[config.mk]
export PLATFORM = sky130hd
export DESIGN_NAME = char_lcd_expander_writer
export DESIGN_NICKNAME = d
export VERILOG_FILES = /design/src/sv/clew_pkg.sv /design/src/sv/clew_front.sv /design/src/sv/clew_queue.sv /design/src/sv/clew_back.sv /design/src/sv/char_lcd_expander_writer.sv
export SDC_FILE = /design/constraint.sdc
export NUM_CORES = 1
export LEC_CHECK = 0
export ABC_AREA = 1
export BUFFER_PORTS_ARGS = -buffer_cell sky130_fd_sc_hd__buf_2
export CAP_MARGIN = 20
export CORE_UTILIZATION = 40
export DETAILED_ROUTE_END_ITERATION = 6
export PLACE_DENSITY = 0.69
export SLEW_MARGIN = 20
export SYNTH_ARGS = -nofsm -noshare
export SYNTH_HDL_FRONTEND = slang
export SYNTH_SLANG_ARGS = --single-unit
[constraint.sdc]
create_clock -name i_clk -period 3.72 [get_ports i_clk]
set_input_delay 0.744 -clock i_clk [delete_from_list [all_inputs] [get_ports i_clk]]
set_output_delay 0.744 -clock i_clk [all_outputs]
set_load 0.01 [all_outputs]
[src/sv/clew_pkg.sv]
// Shared types, constants and helpers for the character LCD expander writer.
`timescale 1ns / 1ps

package clew_pkg;

    // Input command kinds, carried in tuser
    typedef enum logic [1:0] {
        CMD_TEXT   = 2'd0,
        CMD_INSTR  = 2'd1,
        CMD_CURSOR = 2'd2,
        CMD_LIGHT  = 2'd3
    } t_cmd;

    // Configuration register indexes
    localparam logic REG_ESCAPE  = 1'b0;
    localparam logic REG_ADDRESS = 1'b1;

    localparam logic       ESCAPE_RESET  = 1'b1;
    localparam logic [6:0] ADDRESS_RESET = 7'd39;

    localparam int         QUEUE_DEPTH  = 2;
    localparam logic [7:0] LAST_COLUMN  = 8'd39;
    localparam logic [7:0] LCD_SET_DDRAM = 8'h80;
    localparam logic [7:0] LCD_LINE_STEP = 8'h40;
    localparam logic [7:0] CHAR_SLASH    = 8'h2F;

    // One queued LCD job: pre slashes, optional main byte, post slashes,
    // or a single backlight-only write.
    typedef struct packed {
        logic       is_bl;
        logic       bl;
        logic       rs;
        logic       has_main;
        logic [7:0] main;
        logic [1:0] pre;
        logic [1:0] post;
    } t_job;

    // {hit, glyph code} for the escape letters a c e l n o s z
    function automatic logic [3:0] glyph_lookup(input logic [7:0] c);
        logic [3:0] g;
        case (c)
            8'h61:   g = 4'b1_000;
            8'h63:   g = 4'b1_001;
            8'h65:   g = 4'b1_010;
            8'h6C:   g = 4'b1_011;
            8'h6E:   g = 4'b1_100;
            8'h6F:   g = 4'b1_101;
            8'h73:   g = 4'b1_110;
            8'h7A:   g = 4'b1_111;
            default: g = 4'b0_000;
        endcase
        return g;
    endfunction

endpackage

[src/sv/clew_front.sv]
// Front end: config registers, slash escape state, item classification into jobs.
`timescale 1ns / 1ps

module clew_front (
    input  logic                 i_clk,
    input  logic                 i_rst_n,
    // config write channel
    input  logic                 i_cfg_valid,
    output logic                 o_cfg_ready,
    input  logic [0:0]           i_cfg_index,
    input  logic [6:0]           i_cfg_data,
    // input stream
    input  logic                 i_s_tvalid,
    output logic                 o_s_tready,
    input  logic [23:0]          i_s_tdata,   // value[7:0], column[15:8], row[23:16]
    input  logic [1:0]           i_s_tuser,   // command[1:0]
    input  logic                 i_s_tlast,   // end_of_text
    // job queue push side
    output logic                 o_push,
    output clew_pkg::t_job       o_job,
    input  logic                 i_q_ready,
    output logic [6:0]           o_address
);

    logic       r_escape;
    logic [6:0] r_address;
    logic [1:0] r_slash_cnt;
    logic       r_bl;
    logic [1:0] n_slash_cnt;
    logic       n_bl;

    logic [7:0]      value;
    logic [7:0]      column;
    logic [7:0]      row;
    clew_pkg::t_cmd  cmd;
    logic [3:0]      glyph;
    logic [1:0]      cnt_mid;
    logic [7:0]      col_clamp;
    logic            accept;
    logic            nonempty;
    clew_pkg::t_job  job;

    assign value  = i_s_tdata[7:0];
    assign column = i_s_tdata[15:8];
    assign row    = i_s_tdata[23:16];
    assign cmd    = clew_pkg::t_cmd'(i_s_tuser);
    assign glyph  = clew_pkg::glyph_lookup(value);
    assign col_clamp = (column > clew_pkg::LAST_COLUMN) ? clew_pkg::LAST_COLUMN : column;

    always_comb begin
        job         = '0;
        cnt_mid     = r_slash_cnt;
        n_slash_cnt = r_slash_cnt;
        n_bl        = r_bl;
        unique case (cmd)
            clew_pkg::CMD_TEXT: begin
                job.rs = 1'b1;
                if (!r_escape) begin
                    job.pre      = r_slash_cnt;
                    job.has_main = 1'b1;
                    job.main     = value;
                    cnt_mid      = 2'd0;
                end else if (value == clew_pkg::CHAR_SLASH) begin
                    // third slash in a row lets the oldest one through
                    if (r_slash_cnt < 2'd2) begin
                        cnt_mid = r_slash_cnt + 2'd1;
                    end else begin
                        job.has_main = 1'b1;
                        job.main     = clew_pkg::CHAR_SLASH;
                    end
                end else if (glyph[3] && r_slash_cnt == 2'd2) begin
                    job.has_main = 1'b1;
                    job.main     = {5'd0, glyph[2:0]};
                    cnt_mid      = 2'd0;
                end else begin
                    job.pre      = r_slash_cnt;
                    job.has_main = 1'b1;
                    job.main     = value;
                    cnt_mid      = 2'd0;
                end
                if (i_s_tlast) begin
                    job.post    = cnt_mid;
                    n_slash_cnt = 2'd0;
                end else begin
                    n_slash_cnt = cnt_mid;
                end
            end
            clew_pkg::CMD_INSTR: begin
                job.has_main = 1'b1;
                job.main     = value;
            end
            clew_pkg::CMD_CURSOR: begin
                job.has_main = 1'b1;
                job.main     = clew_pkg::LCD_SET_DDRAM |
                               (col_clamp + ((row != 8'd0) ? clew_pkg::LCD_LINE_STEP : 8'd0));
            end
            clew_pkg::CMD_LIGHT: begin
                job.is_bl = 1'b1;
                n_bl      = value[0];
            end
            default: ;
        endcase
        job.bl = n_bl;
    end

    assign nonempty    = job.is_bl || job.has_main || (job.post != 2'd0);
    assign o_s_tready  = i_q_ready;
    assign accept      = i_s_tvalid && o_s_tready;
    assign o_push      = accept && nonempty;
    assign o_job       = job;
    assign o_cfg_ready = 1'b1;
    assign o_address   = r_address;

    always_ff @(posedge i_clk) begin
        if (!i_rst_n) begin
            r_escape    <= clew_pkg::ESCAPE_RESET;
            r_address   <= clew_pkg::ADDRESS_RESET;
            r_slash_cnt <= 2'd0;
            r_bl        <= 1'b1;
        end else begin
            if (i_cfg_valid) begin
                unique case (i_cfg_index)
                    clew_pkg::REG_ESCAPE:  r_escape  <= i_cfg_data[0];
                    clew_pkg::REG_ADDRESS: r_address <= i_cfg_data;
                    default: ;
                endcase
            end
            if (accept) begin
                r_slash_cnt <= n_slash_cnt;
                r_bl        <= n_bl;
            end
        end
    end

`ifndef SYNTHESIS
    a_cnt_range: assert property (@(posedge i_clk) disable iff (!i_rst_n)
        r_slash_cnt != 2'd3) else $error("slash count out of range");
    a_bl_only_on_light: assert property (@(posedge i_clk) disable iff (!i_rst_n)
        (accept && cmd != clew_pkg::CMD_LIGHT) |=> (r_bl == $past(r_bl)))
        else $error("backlight changed by a non-backlight item");
`endif

endmodule

[src/sv/clew_queue.sv]
// Short job queue between the front end and the bus write sequencer.
`timescale 1ns / 1ps

module clew_queue #(
    parameter int DEPTH = clew_pkg::QUEUE_DEPTH
) (
    input  logic           i_clk,
    input  logic           i_rst_n,
    input  logic           i_push,
    input  clew_pkg::t_job i_job,
    output logic           o_ready,
    input  logic           i_pop,
    output logic           o_valid,
    output clew_pkg::t_job o_job
);

    localparam int PTR_W = $clog2(DEPTH);
    localparam int CNT_W = $clog2(DEPTH + 1);

    clew_pkg::t_job r_mem [DEPTH];
    logic [PTR_W-1:0] r_wr;
    logic [PTR_W-1:0] r_rd;
    logic [CNT_W-1:0] r_cnt;
    logic             do_push;
    logic             do_pop;

    assign o_ready = (r_cnt != CNT_W'(DEPTH));
    assign o_valid = (r_cnt != '0);
    assign o_job   = r_mem[r_rd];
    assign do_push = i_push && o_ready;
    assign do_pop  = i_pop && o_valid;

    always_ff @(posedge i_clk) begin
        if (do_push) begin
            r_mem[r_wr] <= i_job;
        end
    end

    always_ff @(posedge i_clk) begin
        if (!i_rst_n) begin
            r_wr  <= '0;
            r_rd  <= '0;
            r_cnt <= '0;
        end else begin
            if (do_push) begin
                r_wr <= (r_wr == PTR_W'(DEPTH - 1)) ? '0 : r_wr + 1'b1;
            end
            if (do_pop) begin
                r_rd <= (r_rd == PTR_W'(DEPTH - 1)) ? '0 : r_rd + 1'b1;
            end
            if (do_push && !do_pop) begin
                r_cnt <= r_cnt + 1'b1;
            end else if (do_pop && !do_push) begin
                r_cnt <= r_cnt - 1'b1;
            end
        end
    end

`ifndef SYNTHESIS
    a_no_pop_empty: assert property (@(posedge i_clk) disable iff (!i_rst_n)
        i_pop |-> o_valid) else $error("pop from empty queue");
    a_no_push_full: assert property (@(posedge i_clk) disable iff (!i_rst_n)
        i_push |-> o_ready) else $error("push into full queue");
`endif

endmodule

[src/sv/clew_back.sv]
// Back end: expands each job into nibble/enable expander writes on the output stream.
`timescale 1ns / 1ps

module clew_back (
    input  logic           i_clk,
    input  logic           i_rst_n,
    input  logic           i_q_valid,
    input  clew_pkg::t_job i_q_job,
    output logic           o_pop,
    input  logic [6:0]     i_address,
    output logic           o_m_tvalid,
    input  logic           i_m_tready,
    output logic [15:0]    o_m_tdata,   // bus_address[6:0], bus_byte[14:7], zero[15]
    output logic           o_m_tlast    // last
);

    logic           r_busy;
    clew_pkg::t_job r_job;
    logic [1:0]     r_idx;
    logic [1:0]     r_phase;
    logic           r_out_valid;
    logic [7:0]     r_out_byte;
    logic [6:0]     r_out_addr;
    logic           r_out_last;

    logic [2:0] total;
    logic [7:0] cur_data;
    logic [3:0] nib;
    logic [7:0] wr_byte;
    logic       last_byte;
    logic       final_wr;
    logic       advance;

    assign total = {1'b0, r_job.pre} + {2'b0, r_job.has_main} + {1'b0, r_job.post};

    always_comb begin
        // released slashes come before and after the main byte
        if ({1'b0, r_idx} < {1'b0, r_job.pre}) begin
            cur_data = clew_pkg::CHAR_SLASH;
        end else if (r_idx == r_job.pre && r_job.has_main) begin
            cur_data = r_job.main;
        end else begin
            cur_data = clew_pkg::CHAR_SLASH;
        end
        nib = r_phase[1] ? cur_data[3:0] : cur_data[7:4];
        if (r_job.is_bl) begin
            wr_byte = {4'd0, r_job.bl, 3'd0};
        end else begin
            wr_byte = {nib, r_job.bl, ~r_phase[0], 1'b0, r_job.rs};
        end
    end

    assign last_byte = ({1'b0, r_idx} == total - 3'd1);
    assign final_wr  = r_job.is_bl || (last_byte && r_phase == 2'd3);
    assign advance   = r_busy && (!r_out_valid || i_m_tready);
    assign o_pop     = i_q_valid && (!r_busy || (advance && final_wr));

    always_ff @(posedge i_clk) begin
        if (!i_rst_n) begin
            r_busy      <= 1'b0;
            r_idx       <= 2'd0;
            r_phase     <= 2'd0;
            r_out_valid <= 1'b0;
        end else begin
            if (r_out_valid && i_m_tready && !advance) begin
                r_out_valid <= 1'b0;
            end
            if (advance) begin
                r_out_valid <= 1'b1;
                r_out_byte  <= wr_byte;
                r_out_addr  <= i_address;
                r_out_last  <= final_wr;
                r_phase     <= r_phase + 2'd1;
                if (r_phase == 2'd3) begin
                    r_idx <= r_idx + 2'd1;
                end
                if (final_wr) begin
                    r_busy <= 1'b0;
                end
            end
            if (o_pop) begin
                r_busy  <= 1'b1;
                r_job   <= i_q_job;
                r_idx   <= 2'd0;
                r_phase <= 2'd0;
            end
        end
    end

    assign o_m_tvalid = r_out_valid;
    assign o_m_tdata  = {1'b0, r_out_byte, r_out_addr};
    assign o_m_tlast  = r_out_last;

`ifndef SYNTHESIS
    a_job_nonempty: assert property (@(posedge i_clk) disable iff (!i_rst_n)
        (r_busy && !r_job.is_bl) |-> (total != 3'd0 && total <= 3'd3))
        else $error("job with bad byte count");
    a_idx_range: assert property (@(posedge i_clk) disable iff (!i_rst_n)
        (r_busy && !r_job.is_bl) |-> ({1'b0, r_idx} < total))
        else $error("byte index past end of job");
`endif

endmodule

[src/sv/char_lcd_expander_writer.sv]
// Top level of the character LCD writer through an I2C port expander.
`timescale 1ns / 1ps

// Takes text characters, instruction bytes, cursor moves and backlight changes on the
// slave stream and emits expander byte writes (address plus byte) on the master stream,
// HD44780 4-bit style: each LCD byte becomes four writes (high nibble with and without
// enable, then the low nibble), a backlight change becomes a single write. With escapes
// on, slash slash letter selects custom glyph 0..7; held slashes are flushed by any other
// character or by tlast. The front end accepts one item per cycle while the two-entry job
// queue has room; the back end emits one write per cycle while the master stream is ready,
// so one item takes up to twelve writes, paced by the write sequencer.
// Items that only hold back a slash produce no writes. Config writes are always ready.
module char_lcd_expander_writer #(
    parameter int QUEUE_DEPTH = clew_pkg::QUEUE_DEPTH
) (
    input  logic        i_clk,
    input  logic        i_rst_n,
    input  logic        i_cfg_valid,
    output logic        o_cfg_ready,
    input  logic [0:0]  i_cfg_index,
    input  logic [6:0]  i_cfg_data,
    input  logic        i_s_tvalid,
    output logic        o_s_tready,
    input  logic [23:0] i_s_tdata,   // value[7:0], column[15:8], row[23:16]
    input  logic [1:0]  i_s_tuser,   // command[1:0]
    input  logic        i_s_tlast,   // end_of_text
    output logic        o_m_tvalid,
    input  logic        i_m_tready,
    output logic [15:0] o_m_tdata,   // bus_address[6:0], bus_byte[14:7], zero[15]
    output logic        o_m_tlast    // last
);

    logic           push;
    logic           q_ready;
    logic           q_valid;
    logic           pop;
    logic [6:0]     address;
    clew_pkg::t_job front_job;
    clew_pkg::t_job q_job;

    clew_front u_front (
        .i_clk       (i_clk),
        .i_rst_n     (i_rst_n),
        .i_cfg_valid (i_cfg_valid),
        .o_cfg_ready (o_cfg_ready),
        .i_cfg_index (i_cfg_index),
        .i_cfg_data  (i_cfg_data),
        .i_s_tvalid  (i_s_tvalid),
        .o_s_tready  (o_s_tready),
        .i_s_tdata   (i_s_tdata),
        .i_s_tuser   (i_s_tuser),
        .i_s_tlast   (i_s_tlast),
        .o_push      (push),
        .o_job       (front_job),
        .i_q_ready   (q_ready),
        .o_address   (address)
    );

    clew_queue #(
        .DEPTH (QUEUE_DEPTH)
    ) u_queue (
        .i_clk   (i_clk),
        .i_rst_n (i_rst_n),
        .i_push  (push),
        .i_job   (front_job),
        .o_ready (q_ready),
        .i_pop   (pop),
        .o_valid (q_valid),
        .o_job   (q_job)
    );

    clew_back u_back (
        .i_clk      (i_clk),
        .i_rst_n    (i_rst_n),
        .i_q_valid  (q_valid),
        .i_q_job    (q_job),
        .o_pop      (pop),
        .i_address  (address),
        .o_m_tvalid (o_m_tvalid),
        .i_m_tready (i_m_tready),
        .o_m_tdata  (o_m_tdata),
        .o_m_tlast  (o_m_tlast)
    );

endmodule

==> results.md <==
* Static leakage at 1.979 nW
* GR Util All Layers at ~15%
* Setup repair after global routing missed its margin: false
* Post-route clock period utilization at about four fifths
* Clock transition at the registers of the reported paths at 0.08 ns
* Flop2flop setup slack at 0.81 ns
* Final Critical Period at 2.906 ns
* Relative slew margins at a little under three fifths
* Chip Height at 101.4 um
* Setup-violating endpoint count in the final report at 0
* Clock tree from TritonCTS: built
* Crit. End Element: flop
* Max Cap Violations at 0
* Top area cells in the synthesized netlist: edfxtp_1 48%, nand2_1 12%, dfxtp_1 11%
* Half-perimeter wire length of the detailed placement result at approximately 5400 um
* Die width at between 100 and 150 um
* Signed area change from the synthesized netlist to the final layout at 15.24%
* Logic gate share of total power at around 22%
* Final count of pins violating max slew at 0
* # H-tree levels at 3
* Sum of routed wire length over all layers at 7090 um
* Slowest stage delay, CP at 0.49 ns
* Critical path's slowest cell: fa_1
* Slew of the pin with the lowest slew margin at 0.6515 ns
* Via count of the first global-routing pass at 2666
* Switching part of the total power at 29.19%
* DRC violations left at 0
* Cell family with most CP delay: adder cells
* Number of buffer and inverter stages on the critical path at 3
* Series of cell instances along the critical path: inv_1 -> ha_1 -> inv_1 -> ha_1 -> inv_1 -> fa_1 -> nor2_1 -> a21oi_1 -> nand3_1 -> nand2_1 -> nand2_1 -> nand2_1 -> o21ai_2 -> ha_1 -> a21oi_1 -> o21ai_0 -> o21ai_0 -> a21oi_1
* Number of CTS-inserted buffers at 9
* Wire length per cell after detailed routing at ~12 um
* Number of nets with antenna violations after routing at 0
* Number of cells traversed by the worst hold path at 0
* Mapped Cells at 418
* Initial Util at 41.94%
* Final #Nets at about 530
* Maximum number of pins on one net before global-route repair at 19
* Share of power burned in registers at between 50% and 60%
* Global-route wire length before repair at 11790 um
* Hold Crit Start: u_front.o_address[2]$_SDFFE_PN1P_
* Maximum clock rate at around 340 MHz
* Post-CTS resize count at 0
* Source-to-sink clock delay at the later pin of the worst-skew pair at between 0.3 and 0.4 ns
* Switching power at ~0.00070 W
* Power share of the clock group at 25.3%
* EDFF count, synth at between 60 and 70
* Number of hold violations in the final report at 0
* Arrival time reported for the critical path endpoint at 3.13 ns
* Antenna cell count at 0
* Critical Path RT at 3.95 ns
* Floorplan row count at 35
* Worst ir drop on vdd at ~0.26 mV
* Power per unit of standard cell area at ~530 nW/um2
* Number of distinct standard cells referenced by the synthesized netlist at 36
* Launch point of the worst reg-to-reg path: u_back.r_job[12]$_DFFE_PP_
* Post-CTS Hold Buffers at 0
* Syn_area_per_cell at 9.447 um2
* Fraction of layout instances using a drive strength above 1 at 18.39%
* Worst hold endpoint: u_back.r_out_addr[2]$_DFFE_PP_
* Router iterations before antenna repair at 5
* Number of primary I/O pins at 60
* Reg-to-reg endpoint: u_queue.r_cnt[1]$_SDFFE_PN0P_
* Count of buffers added by post-CTS timing repair for setup at 0
* Clock root buffer: clkbuf_8
* Number of warnings reported in the yosys synthesis log at 0
* Internal power component at 0.001701 W
* Clock Skew at 0.005837 ns
* Post-Synthesis Cell Area at between 3000 and 4000 um2
* # fillers at 876
* Minimum hold slack at between 0.4 and 0.5 ns
* Routed via count at 2861
* Final total negative setup slack at 0 ns
* Type of the most critical hold path: reg -> reg
* Leading cell types by count after synthesis: 122 x nand2_1, 63 x edfxtp_1, 48 x inv_1
* Die Outline Area at 10270 um2
* Maximum root-to-sink buffer count at 2
* Largest fanout of any net on the critical path at 4
* Portion of the post-synthesis area used by sequential elements at 58.56%
* Total congestion overflow at 0
* IO Port Bufs at 56
* Cell accounting for the most synthesized area: edfxtp_1
* Cell depth of the worst flop-to-flop path at 18
* Kind of launch point of the worst setup path: flop
* Synth Register Bits at 84
* Area fraction of the dominant cell type after synthesis at 47.91%
* CP Class: reg -> reg
* Top_reg_cell synth: edfxtp_1
* Placeable core region at 9415 um2
* Iter 0 DRT Violations at 106
* Antenna violations before repair at 0
* Share of flip-flops with an asynchronous set or reset at 0%
* Final Wtd Congestion at 0.8313
* Routed vias/inst at about 4.7
* Clock sink count at 84
* Outcome: completed
* Leading cell type by number of instances after synthesis: nand2_1
[cells in the final DEF, fill, tap and decap left out, types with 2 or more instances in the layout]
master	n
nand2_1	122
edfxtp_1	63
buf_2	56
inv_1	48
nor2_1	37
a21oi_1	25
nand3_1	24
dfxtp_1	21
ha_1	14
o21ai_0	12
clkbuf_8	9
nor3_1	4
a22oi_1	4
nand2_2	3
nand3_2	3
conb_1	3
clkbuf_1	3
buf_4	3
inv_2	2
nor2_4	2
nand2_4	2
o21ai_1	2
nand4_1	2
a31oi_1	2
a32oi_1	2
clkinvlp_4	2
[sequential cells by signal, summed over array words and instances (netlist names), 2 cells and up]
| name | count |
|---|---|
| u_front.o_address | 7 |
| u_back.r_phase | 2 |
| u_queue.r_mem | 32 |
| u_back.r_out_addr | 7 |
| u_front.r_slash_cnt | 2 |
| u_back.r_out_byte | 7 |
| u_back.r_job | 16 |
| u_queue.r_cnt | 2 |
| u_back.r_idx | 2 |
[per-layer routing]
metal  vias to the layer above  part of all wire [%]  global-route usage, %
met5                         -                     0                      0
met4                         0                   1.6                  8.919
met3                         8                   3.9                  2.415
met2                        74                    47                  24.65
met1                      1282                    47                  18.78
li1                       1497                     -                      -
[how the worst max path moves through the flow]
stage                                     startpoint                       endpoint  slack (ns)  cells past startpoint
after CTS                 u_back.r_job[12]$_DFFE_PP_  u_queue.r_cnt[1]$_SDFFE_PN0P_        0.83                     18
after global placement    u_back.r_job[12]$_DFFE_PP_  u_queue.r_cnt[1]$_SDFFE_PN0P_        1.01                     18
after detailed placement  u_back.r_job[12]$_DFFE_PP_  u_queue.r_cnt[1]$_SDFFE_PN0P_        0.84                     18
after global routing      u_back.r_job[12]$_DFFE_PP_  u_queue.r_cnt[1]$_SDFFE_PN0P_        0.59                     18
final                     u_back.r_job[12]$_DFFE_PP_  u_queue.r_cnt[1]$_SDFFE_PN0P_        0.81                     18
after floorplan           u_back.r_job[12]$_DFFE_PP_      u_back.r_job[0]$_DFFE_PP_        0.78                     14
[power by group through the flow]
stage / clock, W / combinational [W] / sequential [W]
floorplan: 0 / 0.000366 / 0.00129
finish: 0.000608 / 0.000518 / 0.00128
global route: 0.000656 / 0.000599 / 0.00130
CTS: 0.000617 / 0.000523 / 0.00128
detailed placement: 0 / 0.000521 / 0.00130
global placement: 0 / 0.000500 / 0.00130
[logic make-up (layout without fill, tap and decap cells)]
family	after synthesis	count (layout)	share of synthesized area, %
other	2	3	0.1902
DFF	84	84	58.55
xor gates and xnor gates	2	2	0.4437
AOI/OAI and AO/OA	51	51	7.383
and+or+nand+nor	203	203	22.34
buffers and inverters	61	126	6.147
adders and majority gates	15	15	4.943
[final cells by class]
cell class	instances	area, um2	share of cell area (%)
clock buffers	12	135.1	2.969
repair buffers	59	302.8	6.654
well taps	129	161.4	3.547
clock inverters	4	50.05	1.100
multi-input cells	274	1398	30.71
inverters	51	191.4	4.207
flip-flops and latches	84	2312	50.81
[per-stage QoR]
stage	instance area [um2]	std cells	power (W)	util [%]	worst slack (ns)
finish	4551	613	0.002403	48.33	0.8139
global route	4551	613	0.002551	48.33	0.5879
CTS	4551	613	0.002418	48.33	0.8269
detailed placement	4365	597	0.001820	46.37	0.8367
global placement	4365	597	0.001797	46.37	1.011
floorplan	3953	419	0.001652	-	0.7765
Note: power is estimated with default switching activity, not from simulation.
